<file path="src/hdl/phpc_pkg.sv">
// phpc_pkg: shared widths, codes, command and result types of the peak hold capture block
// no dependencies; used by the interfaces, the controller, the datapath and the top level
package phpc_pkg;

    // fixed field widths of the channels
    localparam int KIND_W       = 3;
    localparam int FIELD_W      = 16;
    localparam int REST_W       = 64;
    localparam int IDX_FIELD_W  = 8;
    localparam int FILL_FIELD_W = 8;
    localparam int DROP_W       = 32;
    localparam int READ_ACC_W   = 3 * FIELD_W;

    // parameter defaults for the top level
    localparam int DEF_CHUNK_DEPTH   = 256;
    localparam int DEF_ACC_WIDTH     = 16;
    localparam int DEF_PAYLOAD_WIDTH = 64;

    // magnitude arithmetic
    localparam int AXES       = 3;
    localparam int ABS_W      = FIELD_W;
    localparam int SQ_W       = 2 * ABS_W;
    localparam int SUM_W      = SQ_W + 2;
    localparam int ROOT_W     = SUM_W / 2;
    localparam int REM_W      = ROOT_W + 3;
    localparam int ROOT_STEPS = SUM_W / 2;
    localparam int CNT_W      = $clog2(ROOT_STEPS);

    typedef enum logic [KIND_W-1:0] {
        KIND_SAMPLE  = 3'd0,
        KIND_CLEAR   = 3'd1,
        KIND_START   = 3'd2,
        KIND_STOP    = 3'd3,
        KIND_READ    = 3'd4,
        KIND_RELEASE = 3'd5
    } t_kind;

    typedef enum logic [1:0] {
        AXIS_X = 2'd0,
        AXIS_Y = 2'd1,
        AXIS_Z = 2'd2
    } t_axis;

    typedef enum logic [2:0] {
        ST_IDLE,
        ST_EXEC,
        ST_SQUARE,
        ST_ROOT_INIT,
        ST_ROOT,
        ST_MAG,
        ST_DONE
    } t_state;

    // controller to datapath commands
    typedef struct packed {
        logic  load;
        logic  exec;
        logic  sq_mul;
        t_axis sq_sel;
        logic  sq_acc;
        logic  root_init;
        logic  root_step;
        logic  mag_commit;
        logic  out_load;
    } t_cmd;

    typedef struct packed {
        logic [FIELD_W-1:0]      peak_x;
        logic [FIELD_W-1:0]      peak_y;
        logic [FIELD_W-1:0]      peak_z;
        logic [FIELD_W-1:0]      magnitude;
        logic                    recording;
        logic                    ready_a;
        logic                    ready_b;
        logic                    active_bank;
        logic [FILL_FIELD_W-1:0] fill_count;
        logic [DROP_W-1:0]       dropped_banks;
        logic [READ_ACC_W-1:0]   read_acc;
        logic [REST_W-1:0]       read_rest;
    } t_result;

endpackage

</file>
<file path="src/hdl/phpc_ctrl.sv">
// phpc_ctrl: sequencing state machine, step counter and result valid flag
// depends on phpc_pkg for states, commands and step counts
module phpc_ctrl (
    input  logic            i_clk,
    input  logic            i_rst_n,
    input  logic            i_in_valid,
    output logic            o_in_ready,
    input  logic            i_out_ready,
    output logic            o_out_valid,
    input  logic            i_is_sample,
    output phpc_pkg::t_cmd  o_cmd
);

    phpc_pkg::t_state             r_state, n_state;
    logic [phpc_pkg::CNT_W-1:0]   r_cnt, n_cnt;
    logic                         r_out_valid, n_out_valid;

    always_ff @(posedge i_clk) begin
        if (!i_rst_n) begin
            r_state     <= phpc_pkg::ST_IDLE;
            r_cnt       <= '0;
            r_out_valid <= 1'b0;
        end else begin
            r_state     <= n_state;
            r_cnt       <= n_cnt;
            r_out_valid <= n_out_valid;
        end
    end

    always_comb begin
        n_state    = r_state;
        n_cnt      = r_cnt;
        o_cmd      = '0;
        o_in_ready = 1'b0;
        unique case (r_state)
            phpc_pkg::ST_IDLE: begin
                o_in_ready = 1'b1;
                if (i_in_valid) begin
                    o_cmd.load = 1'b1;
                    n_state    = phpc_pkg::ST_EXEC;
                end
            end
            phpc_pkg::ST_EXEC: begin
                o_cmd.exec = 1'b1;
                n_cnt      = '0;
                if (i_is_sample) begin
                    n_state = phpc_pkg::ST_SQUARE;
                end else begin
                    n_state = phpc_pkg::ST_DONE;
                end
            end
            phpc_pkg::ST_SQUARE: begin
                // multiply one axis per step, accumulate the product of the step before
                if (r_cnt < phpc_pkg::CNT_W'(phpc_pkg::AXES)) begin
                    o_cmd.sq_mul = 1'b1;
                    o_cmd.sq_sel = phpc_pkg::t_axis'(r_cnt[1:0]);
                end
                o_cmd.sq_acc = (r_cnt != '0);
                if (r_cnt == phpc_pkg::CNT_W'(phpc_pkg::AXES)) begin
                    n_cnt   = '0;
                    n_state = phpc_pkg::ST_ROOT_INIT;
                end else begin
                    n_cnt = r_cnt + 1'b1;
                end
            end
            phpc_pkg::ST_ROOT_INIT: begin
                o_cmd.root_init = 1'b1;
                n_cnt           = '0;
                n_state         = phpc_pkg::ST_ROOT;
            end
            phpc_pkg::ST_ROOT: begin
                o_cmd.root_step = 1'b1;
                if (r_cnt == phpc_pkg::CNT_W'(phpc_pkg::ROOT_STEPS - 1)) begin
                    n_state = phpc_pkg::ST_MAG;
                end else begin
                    n_cnt = r_cnt + 1'b1;
                end
            end
            phpc_pkg::ST_MAG: begin
                o_cmd.mag_commit = 1'b1;
                n_state          = phpc_pkg::ST_DONE;
            end
            phpc_pkg::ST_DONE: begin
                if (!r_out_valid || i_out_ready) begin
                    o_cmd.out_load = 1'b1;
                    n_state        = phpc_pkg::ST_IDLE;
                end
            end
            default: begin
                n_state = phpc_pkg::ST_IDLE;
            end
        endcase
    end

    always_comb begin
        priority if (o_cmd.out_load) begin
            n_out_valid = 1'b1;
        end else if (r_out_valid && i_out_ready) begin
            n_out_valid = 1'b0;
        end else begin
            n_out_valid = r_out_valid;
        end
    end

    assign o_out_valid = r_out_valid;

endmodule

</file>
<file path="config.mk">
export PLATFORM = sky130hd
export DESIGN_NAME = phpc_ctrl
export DESIGN_NICKNAME = d
export VERILOG_FILES = /design/src/hdl/phpc_pkg.sv /design/src/hdl/phpc_ctrl.sv
export SDC_FILE = /design/constraint.sdc
export NUM_CORES = 1
export LEC_CHECK = 0
export BUFFER_PORTS_ARGS = -buffer_cell sky130_fd_sc_hd__buf_2
export CORE_UTILIZATION = 49
export DETAILED_ROUTE_END_ITERATION = 8
export PLACE_DENSITY = 0.8
export REMOVE_ABC_BUFFERS = 1
export SLEW_MARGIN = 20
export SYNTH_ARGS = -nofsm -noshare
export SYNTH_HDL_FRONTEND = slang
export SYNTH_SLANG_ARGS = --single-unit
</file>
<file path="constraint.sdc">
create_clock -name i_clk -period 1.9 [get_ports i_clk]
set_input_delay 0.19 -clock i_clk [delete_from_list [all_inputs] [get_ports i_clk]]
set_output_delay 0.19 -clock i_clk [all_outputs]
set_load 0.005 [all_outputs]
</file>
Word level (Yosys, flattened, before mapping). Index checks and enable logic that the tools add are counted.

Flip-flop bits (word level): 9. Bits of input ports: 5. Word-level logic and storage cells: 50.

Add/sub/neg operators: 1. Magnitude comparators: 1. Equal/unequal tests: 13. Muxes and demuxes: 22. Reductions and logical operators: 10.

Operator list (number): case mux 3 bit (7 select lines) (1); 2-to-1 mux 3 bit (6); case mux 5 bit (3 select lines) (1); 2-to-1 mux 1 bit (11); 2-to-1 mux 5 bit (2); != test 2 bit, second input constant (5); == test 3 bit, second input constant (3); == test 3 x 2 -> 1 bit, second input constant (2); adder 5 x 1 -> 5 bit, second input constant (1); == test 5 x 2 -> 1 bit, second input constant (1); == test 5 bit, second input constant (1); < comparator 5 x 2 -> 1 bit, second input constant (1); nonzero test 5 bit (1); 2-to-1 mux 4 bit (1); AND reduction 4 bit (1); == test 3 x 1 -> 1 bit, second input constant (1); logical NOT 3 bit (1); nonzero test 3 bit (1); AND reduction 2 bit (1); nonzero test 2 bit (1); OR reduction 2 bit (1); logical AND 1 bit (1); logical NOT 1 bit (1); logical OR 1 bit (1).

Longest topological paths before layout. Gate-level depths: netlist of the first run.

Word-level depth: 5. Mapped depth: 6.

Worst setup path after synthesis of the first run. No wires, ideal clock.

Path kind: register -> register. Start point: register r_cnt[0] in the netlist's numbering. End point: register r_cnt[0] in the netlist's numbering. Library setup time: 115 ps. Arrival: 1338 ps. Required time: 1785 ps. Setup slack: 447 ps. Stages on the path, launching flop included: 6. Buffers on the path: 0. Period minus slack after synthesis: 1453 ps. Path through: dfxtp_1 ha_1 nor4b_4 o22ai_2 nor3b_1 o21a_1.

Longest elaborated chain between the ends: 3.

RTL lines: start: declaration (RTL line phpc_ctrl.sv:15) `logic [phpc_pkg::CNT_W-1:0] r_cnt, n_cnt;`; start signal: assignment (RTL line phpc_ctrl.sv:25) `r_cnt <= n_cnt;`; adder 5 x 1 -> 5 bit, or another cell as far along (RTL line phpc_ctrl.sv:63, phpc_ctrl.sv:76); 2-to-1 mux 5 bit, or another cell as far along (RTL line phpc_ctrl.sv:73) `if (r_cnt == phpc_pkg::CNT_W'(phpc_pkg::ROOT_STEPS - 1)) begin`; case mux 5 bit (3 select lines) or AND reduction 2 bit (tied branches).

Parallel ways exist; a longest one is shown, timed or not. The select of a mux whose other input is x is not followed. A chain may end at the register's enable or synchronous reset.

==> flow_metrics.env, run 1 <==
export IMPL_area_growth_pct=13.3
export IMPL_grt_max_degree=17
export IMPL_worstHoldStart="i_rst_n"
export IMPL_start_kind="register"
export IMPL_endpoint_kind="primary output"
export IMPL_drtIter0Drc=37
export IMPL_r2r_setup_slack_ps=250
export IMPL_synth_area_per_cell_um2=8.20
export IMPL_cts_tree="done"
export IMPL_crit_family="simple AND/OR/NAND/NOR gates"
export IMPL_period_share=0.924
export IMPL_status="completed"
export IMPL_wl_per_cell_um=12.9
export IMPL_fp_dieH_um=39.7
export IMPL_finalWirelength_um=1480
export IMPL_drc=0
export IMPL_cts_repair_resized=0
export IMPL_grt_pass1_wl_um=2450
export IMPL_rows=13
export IMPL_rr_endpoint="r_cnt[0]$_SDFFE_PN0P_"
export IMPL_setup_violations_final=0
export IMPL_layout_common_cells="buf_2, dfxtp_1, inv_1, nand3_1"
export IMPL_port_buffers=16
export IMPL_dpl_cell_area_um2=763
export IMPL_crit_type="register to primary output"
export IMPL_grt_pass1_vias=564
export IMPL_gp_congestion=0.881
export IMPL_slowest_delay_ps=590
export IMPL_drv_cap=0
export IMPL_cts_root_buf="clkbuf_4"
export IMPL_reg2reg_depth=5
export IMPL_clk_pin_slew_ps=80
export IMPL_hold_class="input pin to register"
export IMPL_numCtsBuffers=3
export IMPL_worstMarginPinSlew_ps=433
export IMPL_synth_cell_types=39
export IMPL_reg2reg_from="r_cnt[0]$_SDFFE_PN0P_"
export IMPL_hold_viol=0
export IMPL_clock_latency_ps=260
export IMPL_antenna_cells=0
export IMPL_ys_seq_area_frac=0.259
export IMPL_slowest_stage="dfxtp_1"
export IMPL_cts_setup_buffers=0
export IMPL_relSlewSlack=0.711
export IMPL_worstPathRequired_ps=1710
export IMPL_firstDrtPassIters=4
export IMPL_ys_ff_latch=9
export IMPL_whs_endpoint="r_state[1]$_SDFFE_PN0P_"
export IMPL_setup_tns_ps=0
export IMPL_cellPowerDensity_mw_per_mm2=603
export IMPL_leakage_nw=0.343
export IMPL_gr_total_overflow=0
export IMPL_cts_htree_levels=1
export IMPL_netlist_instances=85
export IMPL_synth_area_um2=697
export IMPL_hold_depth=2
export IMPL_fin_nets=108
export IMPL_worstPathCellList="nand2b_1 > and4b_1 > and2_1 > buf_2"
export IMPL_start_util=0.529
export IMPL_antenna_found_initial=0
export IMPL_slew_violations=0
export IMPL_rsz0062_at_grt="no"
export IMPL_crit_arrival_ps=1570
export IMPL_ios=17
export IMPL_yosys_warnings=0
export IMPL_critical_path_buf_inv_count=1
export IMPL_cts_buffer_depth=2
export IMPL_cts_num_sinks=9
export IMPL_fin_worst_skew_ps=8.23
export IMPL_fmax_ghz=0.570
export IMPL_hold_buffers=0
export IMPL_drive_gt1_frac=0.270
export IMPL_fin_crit_ps=1760
export IMPL_dp_hpwl_um=1100
export IMPL_peakVddDrop_mv=0.386
export IMPL_core_area_mm2=0.00132
export IMPL_viasPerCell=5.88
export IMPL_grt_use_total=0.229
export IMPL_final_common_cell="buf_2"
export IMPL_vias=676
export IMPL_fp_dieW_um=39.7
export IMPL_crit_fanout=16
export IMPL_antenna_left=0
export IMPL_dieArea_mm2=0.00158
export IMPL_fin_area_um2=790
area by class of cell:
class | instances | area [um^2]
inverter | 6 | 22.5
multi-input combinational | 65 | 462
timing repair buffer | 16 | 80.1
sequential | 9 | 180
fill | 122 | 528
tap | 15 | 18.8
clock buffer | 4 | 26.3
power breakdown:
part | internal [W] | switching, W
Combinational | 0.0000511 | 0.0000509
Clock | 0.0000810 | 0.0000762
Sequential | 0.000197 | 0.0000200
Total | 0.000329 | 0.000147
metrics by stage:
| stage | util | worst slack (ps) | instances | hold slack, ps | power (W) |
|---|---|---|---|---|---|
| 2_1_floorplan | - | 438 | 80 | 308 | 0.000287 |
| 3_3_place_gp | 0.579 | 351 | 111 | 505 | 0.000322 |
| 3_5_place_dp | 0.579 | 270 | 111 | 524 | 0.000324 |
| 4_1_cts | 0.599 | 137 | 115 | 264 | 0.000477 |
| 5_1_grt | 0.599 | 43.1 | 115 | 283 | 0.000501 |
| 6_report | 0.599 | 145 | 115 | 262 | 0.000476 |
state kept, by name (all words and copies together), names as in the netlist:
name and count:
r_cnt 5, r_state 3, o_out_valid 1
worst max-delay path by stage:
stage	start	to	slack [ps]	depth (start not counted)
floorplan	r_cnt[0]$_SDFFE_PN0P_	r_cnt[0]$_SDFFE_PN0P_	440	5
global placement	r_state[2]$_SDFFE_PN0P_	r_cnt[2]$_SDFFE_PN0P_	350	4
detailed placement	r_cnt[0]$_SDFFE_PN0P_	r_cnt[0]$_SDFFE_PN0P_	270	5
CTS	r_state[0]$_SDFFE_PN0P_	o_cmd[5]	140	4
global route	r_state[0]$_SDFFE_PN0P_	o_cmd[6]	40	4
finish	r_state[0]$_SDFFE_PN0P_	o_cmd[5]	140	4
synthesized netlist by cell type, drive strengths merged:
cell type	instances	share of area
or2b	1	0.011
a211oi	1	0.011
inv	6	0.032
nor2	5	0.027
buf	4	0.041
and3	1	0.0090
nand2b	3	0.027
o21a	3	0.032
nor2b	2	0.018
nor3b	3	0.032
nand4bb	1	0.016
nand2	4	0.022
or3b	1	0.016
o21bai	1	0.011
o21ai	3	0.027
nor3	1	0.0072
and3b	1	0.013
clkbuf	1	0.0054
ha	2	0.036
nand3	6	0.043
o22ai	2	0.027
or2	2	0.018
dfxtp	9	0.26
nor4b	1	0.034
o211ai	5	0.054
and2	4	0.036
a21oi	4	0.029
a21boi	4	0.048
and4b	1	0.014
mux2i	1	0.014
and4bb	1	0.018
nand4b	1	0.013
routing by layer:
layer | up-vias | wire, um | global-route usage | part of all wire
met1 | 309 | 678 | 0.295 | 0.46
met4 | 0 | 0 | 0.0517 | 0
li1 | 336 | - | - | -
met5 | - | 0 | 0 | 0
met2 | 31 | 689 | 0.373 | 0.47
met3 | 0 | 112 | 0.0625 | 0.076
worst register-to-register path, delay by kind of cell (launching register included):
family	cells	cell delay, ps
simple gates	2	530
flops	1	410
compound gates	2	340
fa+ha+maj	1	260
cell families after synthesis:
| kind of cell | Yosys count | synth area share |
|---|---|---|
| flops | 9 | 0.259 |
| mux | 1 | 0.0144 |
| fa+ha+maj | 2 | 0.0359 |
| simple gates | 39 | 0.373 |
| buf+inv | 11 | 0.0790 |
| compound gates | 23 | 0.239 |
Note: power is estimated with default switching activity, not from simulation.
==> inputs of run 2 (changes only) <==
--- a/config.mk
+++ b/config.mk
@@ -10,2 +10,4 @@
 export DETAILED_ROUTE_END_ITERATION = 8
+export GPL_ROUTABILITY_DRIVEN = 0
+export HOLD_SLACK_MARGIN = 0.1
 export PLACE_DENSITY = 0.8
==> constraint.sdc (replaced) <==
create_clock -name i_clk -period 1.9 [get_ports i_clk]
set_input_delay 0.285 -clock i_clk [delete_from_list [all_inputs] [get_ports i_clk]]
set_output_delay 0.285 -clock i_clk [all_outputs]
set_load 0.005 [all_outputs]
==> run 2 against run 1 <==
  * Die area stayed put
  * Fmax is 1.7% lower
  * Flip-flop and latch count stayed put
  * Clock skew is 4.7 ps higher
  * Clock power is 6% lower
  * Combinational power hardly changed
  * Total power is 1.4% lower
  * Via count is 5.8% lower
  * Global-route usage is 0.94 points higher
  * Utilization is 0.19 points higher
==> flow_metrics.env, run 2 (synthesis gave the netlist of run 1 again) <==
export IMPL_status="completed"
export IMPL_critical_path_buf_inv_count=1
export IMPL_finalWirelength_um=1440
export IMPL_drive_gt1_frac=0.290
export IMPL_seq_power_share=0.467
export IMPL_swShare=0.297
export IMPL_core_area_mm2=0.00132
export IMPL_start_kind="register"
export IMPL_cts_num_sinks=9
export IMPL_antenna_found_initial=0
export IMPL_grt_max_degree=17
export IMPL_n_fill_cell=125
export IMPL_hold_depth=2
export IMPL_crit_type="register to primary output"
export IMPL_grt_pass1_vias=529
export IMPL_ios=17
export IMPL_largest_register_ffs=5
export IMPL_setup_violations_final=0
export IMPL_wl_per_cell_um=12.5
export IMPL_vias=637
export IMPL_clock_power_share=0.316
export IMPL_rr_endpoint="r_cnt[3]$_SDFFE_PN0P_"
export IMPL_hold_class="input pin to register"
export IMPL_slowest_delay_ps=540
export IMPL_switchingPower_w=0.000140
export IMPL_rsz0062_at_grt="no"
export IMPL_clock_latency_ps=260
export IMPL_area_growth_pct=13.6
export IMPL_fin_nets=108
export IMPL_dpl_cell_area_um2=763
export IMPL_port_buffers=16
export IMPL_drv_cap=0
export IMPL_cts_buffer_depth=2
export IMPL_viasPerCell=5.54
export IMPL_final_common_cell="buf_2"
export IMPL_fmax_ghz=0.560
export IMPL_crit_fanout=12
export IMPL_r2r_setup_slack_ps=220
export IMPL_reg2reg_from="r_cnt[0]$_SDFFE_PN0P_"
export IMPL_worstMarginPinSlew_ps=411
export IMPL_layout_common_cells="buf_2, dfxtp_1, inv_1, nand3_1"
export IMPL_start_util=0.529
export IMPL_worstHoldStart="i_rst_n"
export IMPL_dp_hpwl_um=1040
export IMPL_drtIter0Drc=17
export IMPL_numCtsBuffers=3
export IMPL_hold_buffers=0
export IMPL_gr_total_overflow=0
export IMPL_relSlewSlack=0.725
export IMPL_firstDrtPassIters=4
export IMPL_p_int_w=0.000330
export IMPL_register_area_um2=183
export IMPL_peakVddDrop_mv=0.437
export IMPL_slew_violations=0
export IMPL_grt_use_total=0.239
export IMPL_cts_root_buf="clkbuf_4"
export IMPL_fp_dieW_um=39.7
export IMPL_cts_setup_buffers=0
export IMPL_whs_endpoint="r_state[1]$_SDFFE_PN0P_"
export IMPL_crit_arrival_ps=1500
export IMPL_antenna_left=0
export IMPL_slowest_stage="dfxtp_1"
export IMPL_cts_htree_levels=1
export IMPL_crit_family="simple AND/OR/NAND/NOR gates"
export IMPL_multiInputGateArea_um2=462
export IMPL_comb_power_share=0.217
export IMPL_dieArea_mm2=0.00158
export IMPL_period_share=0.940
export IMPL_rows=13
export IMPL_setup_tns_ps=0
export IMPL_worstPathCellList="nand2b_1 > and4b_1 > and2_1 > buf_2"
export IMPL_cellPowerDensity_mw_per_mm2=593
export IMPL_cts_tree="done"
export IMPL_reg2reg_depth=5
export IMPL_fin_worst_skew_ps=12.9
export IMPL_endpoint_kind="primary output"
export IMPL_largest_register="r_cnt"
export IMPL_fin_crit_ps=1790
export IMPL_clk_pin_slew_ps=70
export IMPL_fin_area_um2=792
export IMPL_fp_dieH_um=39.7
export IMPL_drc=0
export IMPL_leakage_nw=0.343
export IMPL_antenna_cells=0
export IMPL_grt_pass1_wl_um=2500
export IMPL_worstPathRequired_ps=1620
export IMPL_hold_viol=0
## run 2: cell counts in the layout (fill, tap and decap cells not counted)
Identical to the previous run, type by type.
## run 2: layout make-up
| type | instances | share of cell area |
|---|---|---|
| sequential | 9 | 0.231 |
| inverter | 6 | 0.0284 |
| tap | 15 | 0.0237 |
| timing repair buffer | 16 | 0.101 |
| multi-input combinational | 65 | 0.583 |
| clock buffer | 4 | 0.0332 |
## run 2: worst max-delay path by stage
stage	start	to	slack [ps]	depth (start not counted)
global route	r_state[1]$_SDFFE_PN0P_	o_cmd[6]	5	4
floorplan	r_cnt[0]$_SDFFE_PN0P_	r_cnt[0]$_SDFFE_PN0P_	440	5
detailed placement	r_cnt[1]$_SDFFE_PN0P_	r_cnt[0]$_SDFFE_PN0P_	250	5
CTS	r_state[0]$_SDFFE_PN0P_	o_cmd[5]	40	4
finish	r_state[1]$_SDFFE_PN0P_	o_cmd[6]	110	4
global placement	r_cnt[0]$_SDFFE_PN0P_	r_cnt[0]$_SDFFE_PN0P_	250	5
## run 2: metal layers
layer / share of wire / GRT usage / wire, um
met5: 0 / 0 / 0
met4: 0.0084 / 0.103 / 12
met3: 0.040 / 0.0341 / 57
met2: 0.42 / 0.340 / 597
met1: 0.54 / 0.346 / 769
## run 2: per-stage QoR
step                       util  setup WS, ps  instances  total power [W]  hold slack (ps)
after floorplan               -           438         80         0.000287              403
after global placement    0.579           251        111         0.000321              520
after detailed placement  0.579           251        111         0.000323              531
after CTS                 0.599          44.7        115         0.000476              351
after global routing      0.601          4.60        115         0.000502              365
final                     0.601           115        115         0.000470              358
## run 2: repair_timing
action | CTS | global route
resized for setup | 0 | 2
hold endpoints to repair | 0 | 0
setup endpoints to repair | 0 | 3
## run 2: power groups by stage
stage / Sequential [W] / Combinational (W) / Clock, W
2_1_floorplan: 0.000216 / 0.0000709 / 0
6_report: 0.000219 / 0.000102 / 0.000148
4_1_cts: 0.000218 / 0.000101 / 0.000157
3_3_place_gp: 0.000221 / 0.000100 / 0
5_1_grt: 0.000222 / 0.000116 / 0.000163
3_5_place_dp: 0.000223 / 0.000100 / 0
==> inputs of run 3 (changes only) <==
- ABC_AREA: not set -> 1
- BUFFER_PORTS_ARGS: -buffer_cell sky130_fd_sc_hd__buf_2 -> not set
- DONT_BUFFER_PORTS: not set -> 1
- PLACE_DENSITY: 0.8 -> 0.7
==> run 3 against run 2 <==
  * Synthesized area increased by 2.5%
  * Flip-flop and latch count stayed put
  * Critical path depth is the same
  * Final cell count increased by 5.2%
  * Clock skew is 5.4 ps lower
  * Combinational power grew to 6.1 times the previous value
  * Critical path type unchanged
==> flow_metrics.env, run 3 <==
export IMPL_antenna_left=0
export IMPL_grt_pass1_wl_um=1950
export IMPL_final_common_cell="nand2_1"
export IMPL_worstMarginPinSlew_ps=423
export IMPL_fmax_ghz=0.615
export IMPL_cts_htree_levels=1
export IMPL_antenna_cells=0
export IMPL_fin_crit_ps=1630
export IMPL_place_ws_ps=548
export IMPL_drv_cap=0
export IMPL_rows=13
export IMPL_whs_endpoint="r_state[2]$_SDFFE_PN0P_"
export IMPL_fp_dieW_um=40.2
export IMPL_placed_cells=117
export IMPL_yosys_cell_count_top_type="nand2_1"
export IMPL_ios=17
export IMPL_drive_gt1_frac=0.189
export IMPL_fin_worst_skew_ps=7.57
export IMPL_clk_pin_slew_ps=60
export IMPL_cts_buffer_depth=2
export IMPL_finalWirelength_um=1260
export IMPL_yosys_most_used_dff="dfxtp_1"
export IMPL_netlist_instances=107
export IMPL_grt_max_degree=11
export IMPL_synth_common_cells="nand2_1, inv_1, nor2_1"
export IMPL_crit_type="register to primary output"
export IMPL_rsz0062_at_grt="no"
export IMPL_async_flop_share=0
export IMPL_gr_total_overflow=0
export IMPL_layout_common_cells="nand2_1, inv_1, nor2_1, dfxtp_1, nand3_1"
export IMPL_worstPathRequired_ps=1620
export IMPL_leakage_nw=0.364
export IMPL_port_buffers=0
export IMPL_cts_num_sinks=9
export IMPL_setup_slack_ps=274
export IMPL_peakVddDrop_mv=0.672
export IMPL_fin_cells=121
export IMPL_rr_endpoint="r_cnt[0]$_SDFFE_PN0P_"
export IMPL_slew_violations=0
export IMPL_endpoint_kind="primary output"
export IMPL_reg2reg_from="r_cnt[0]$_SDFFE_PN0P_"
export IMPL_relSlewSlack=0.718
export IMPL_start_util=0.536
export IMPL_antenna_found_initial=0
export IMPL_fp_dieH_um=40.2
export IMPL_clock_latency_ps=270
export IMPL_status="completed"
export IMPL_synth_edf_count=0
export IMPL_synth_area_um2=714
export IMPL_crit_fanout=8
export IMPL_viasPerCell=5.01
export IMPL_fin_nets=114
export IMPL_dieArea_mm2=0.00161
export IMPL_hold_depth=2
export IMPL_ys_ff_latch=9
export IMPL_setup_violations_final=0
export IMPL_firstDrtPassIters=4
export IMPL_wl_per_cell_um=10.4
export IMPL_yosys_warnings=0
export IMPL_hold_class="input pin to register"
export IMPL_synth_area_per_cell_um2=6.68
export IMPL_vias=606
export IMPL_ys_seq_area_frac=0.252
export IMPL_cts_tree="done"
export IMPL_r2r_setup_slack_ps=580
export IMPL_core_area_mm2=0.00133
export IMPL_grt_use_total=0.191
export IMPL_hold_buffers=0
export IMPL_reg2reg_depth=8
export IMPL_synthTopCellsByArea="dfxtp_1, nand2_1, inv_1"
export IMPL_cts_root_buf="clkbuf_4"
export IMPL_synth_cell_types=28
export IMPL_synth_top_area_share=0.252
export IMPL_numCtsBuffers=3
export IMPL_period_share=0.856
export IMPL_start_kind="register"
export IMPL_yosysTopAreaCell="dfxtp_1"
export IMPL_cts_setup_buffers=0
export IMPL_setup_tns_ps=0
export IMPL_drtIter0Drc=10
export IMPL_n_fill_cell=148
export IMPL_largest_register_ffs=5
export IMPL_cts_repair_resized=0
export IMPL_largest_register="r_cnt"
export IMPL_hold_viol=0
export IMPL_crit_arrival_ps=1340
export IMPL_area_growth_pct=0.876
export IMPL_grt_pass1_vias=471
export IMPL_drc=0
export IMPL_worstHoldStart="i_rst_n"
export IMPL_dp_hpwl_um=983
export IMPL_cellPowerDensity_mw_per_mm2=1590
-- run 3: per-stage QoR --
step | total power (W) | util | hold WS (ps) | instance area (um^2)
6_report | 0.00115 | 0.540 | 124 | 721
5_1_grt | 0.00127 | 0.540 | 123 | 721
4_1_cts | 0.00116 | 0.540 | 120 | 721
3_5_place_dp | 0.000996 | 0.521 | 396 | 694
3_3_place_gp | 0.000986 | 0.521 | 386 | 694
2_1_floorplan | 0.000889 | - | 383 | 676
-- run 3: where the power goes --
group,switching [W],internal [W]
Clock,0.0000768,0.0000813
Combinational,0.000379,0.000242
Sequential,0.000121,0.000247
Total,0.000576,0.000570
-- run 3: layer usage --
| layer | vias up | GRT usage | routed length, um |
|---|---|---|---|
| met2 | 11 | 0.258 | 484 |
| met1 | 255 | 0.253 | 692 |
| met5 | - | 0 | 0 |
| met4 | 0 | 0.125 | 35 |
| li1 | 335 | - | - |
| met3 | 5 | 0.0667 | 46 |
-- run 3: critical path, stage by stage, from the launching register on --
cell and delay (ps):
dfxtp_1 560, nand2_1 120, nor2_2 160, nand2_1 100
nor2_1 130
-- run 3: final cells by class --
cell class,instances,area (um^2),area share
inverter,17,68.8,0.0955
tap,15,18.8,0.0260
clock buffer,4,26.3,0.0365
multi-input combinational,76,427,0.592
sequential,9,180,0.250
-- run 3: how the worst max path moves through the flow --
stage,start,slack [ps],cells after the start,to
4_1_cts,r_state[1]$_SDFFE_PN0P_,260,4,o_cmd[6]
2_1_floorplan,r_state[1]$_SDFFE_PN0P_,660,4,o_cmd[5]
5_1_grt,r_state[1]$_SDFFE_PN0P_,110,4,o_cmd[6]
3_5_place_dp,r_state[1]$_SDFFE_PN0P_,550,4,o_cmd[6]
6_report,r_state[1]$_SDFFE_PN0P_,270,4,o_cmd[6]
3_3_place_gp,r_state[1]$_SDFFE_PN0P_,570,4,o_cmd[5]
-- run 3: cell families (layout without fill, tap and decap cells) --
group,after synthesis,after routing,synth area share
buffers and inverters,22,21,0.151
flip-flops,9,9,0.252
AO/OA/AOI/OAI,15,15,0.126
AND/OR/NAND/NOR,57,57,0.412
adder cells (fa/ha/maj),2,2,0.0350
XOR/XNOR,2,2,0.0245
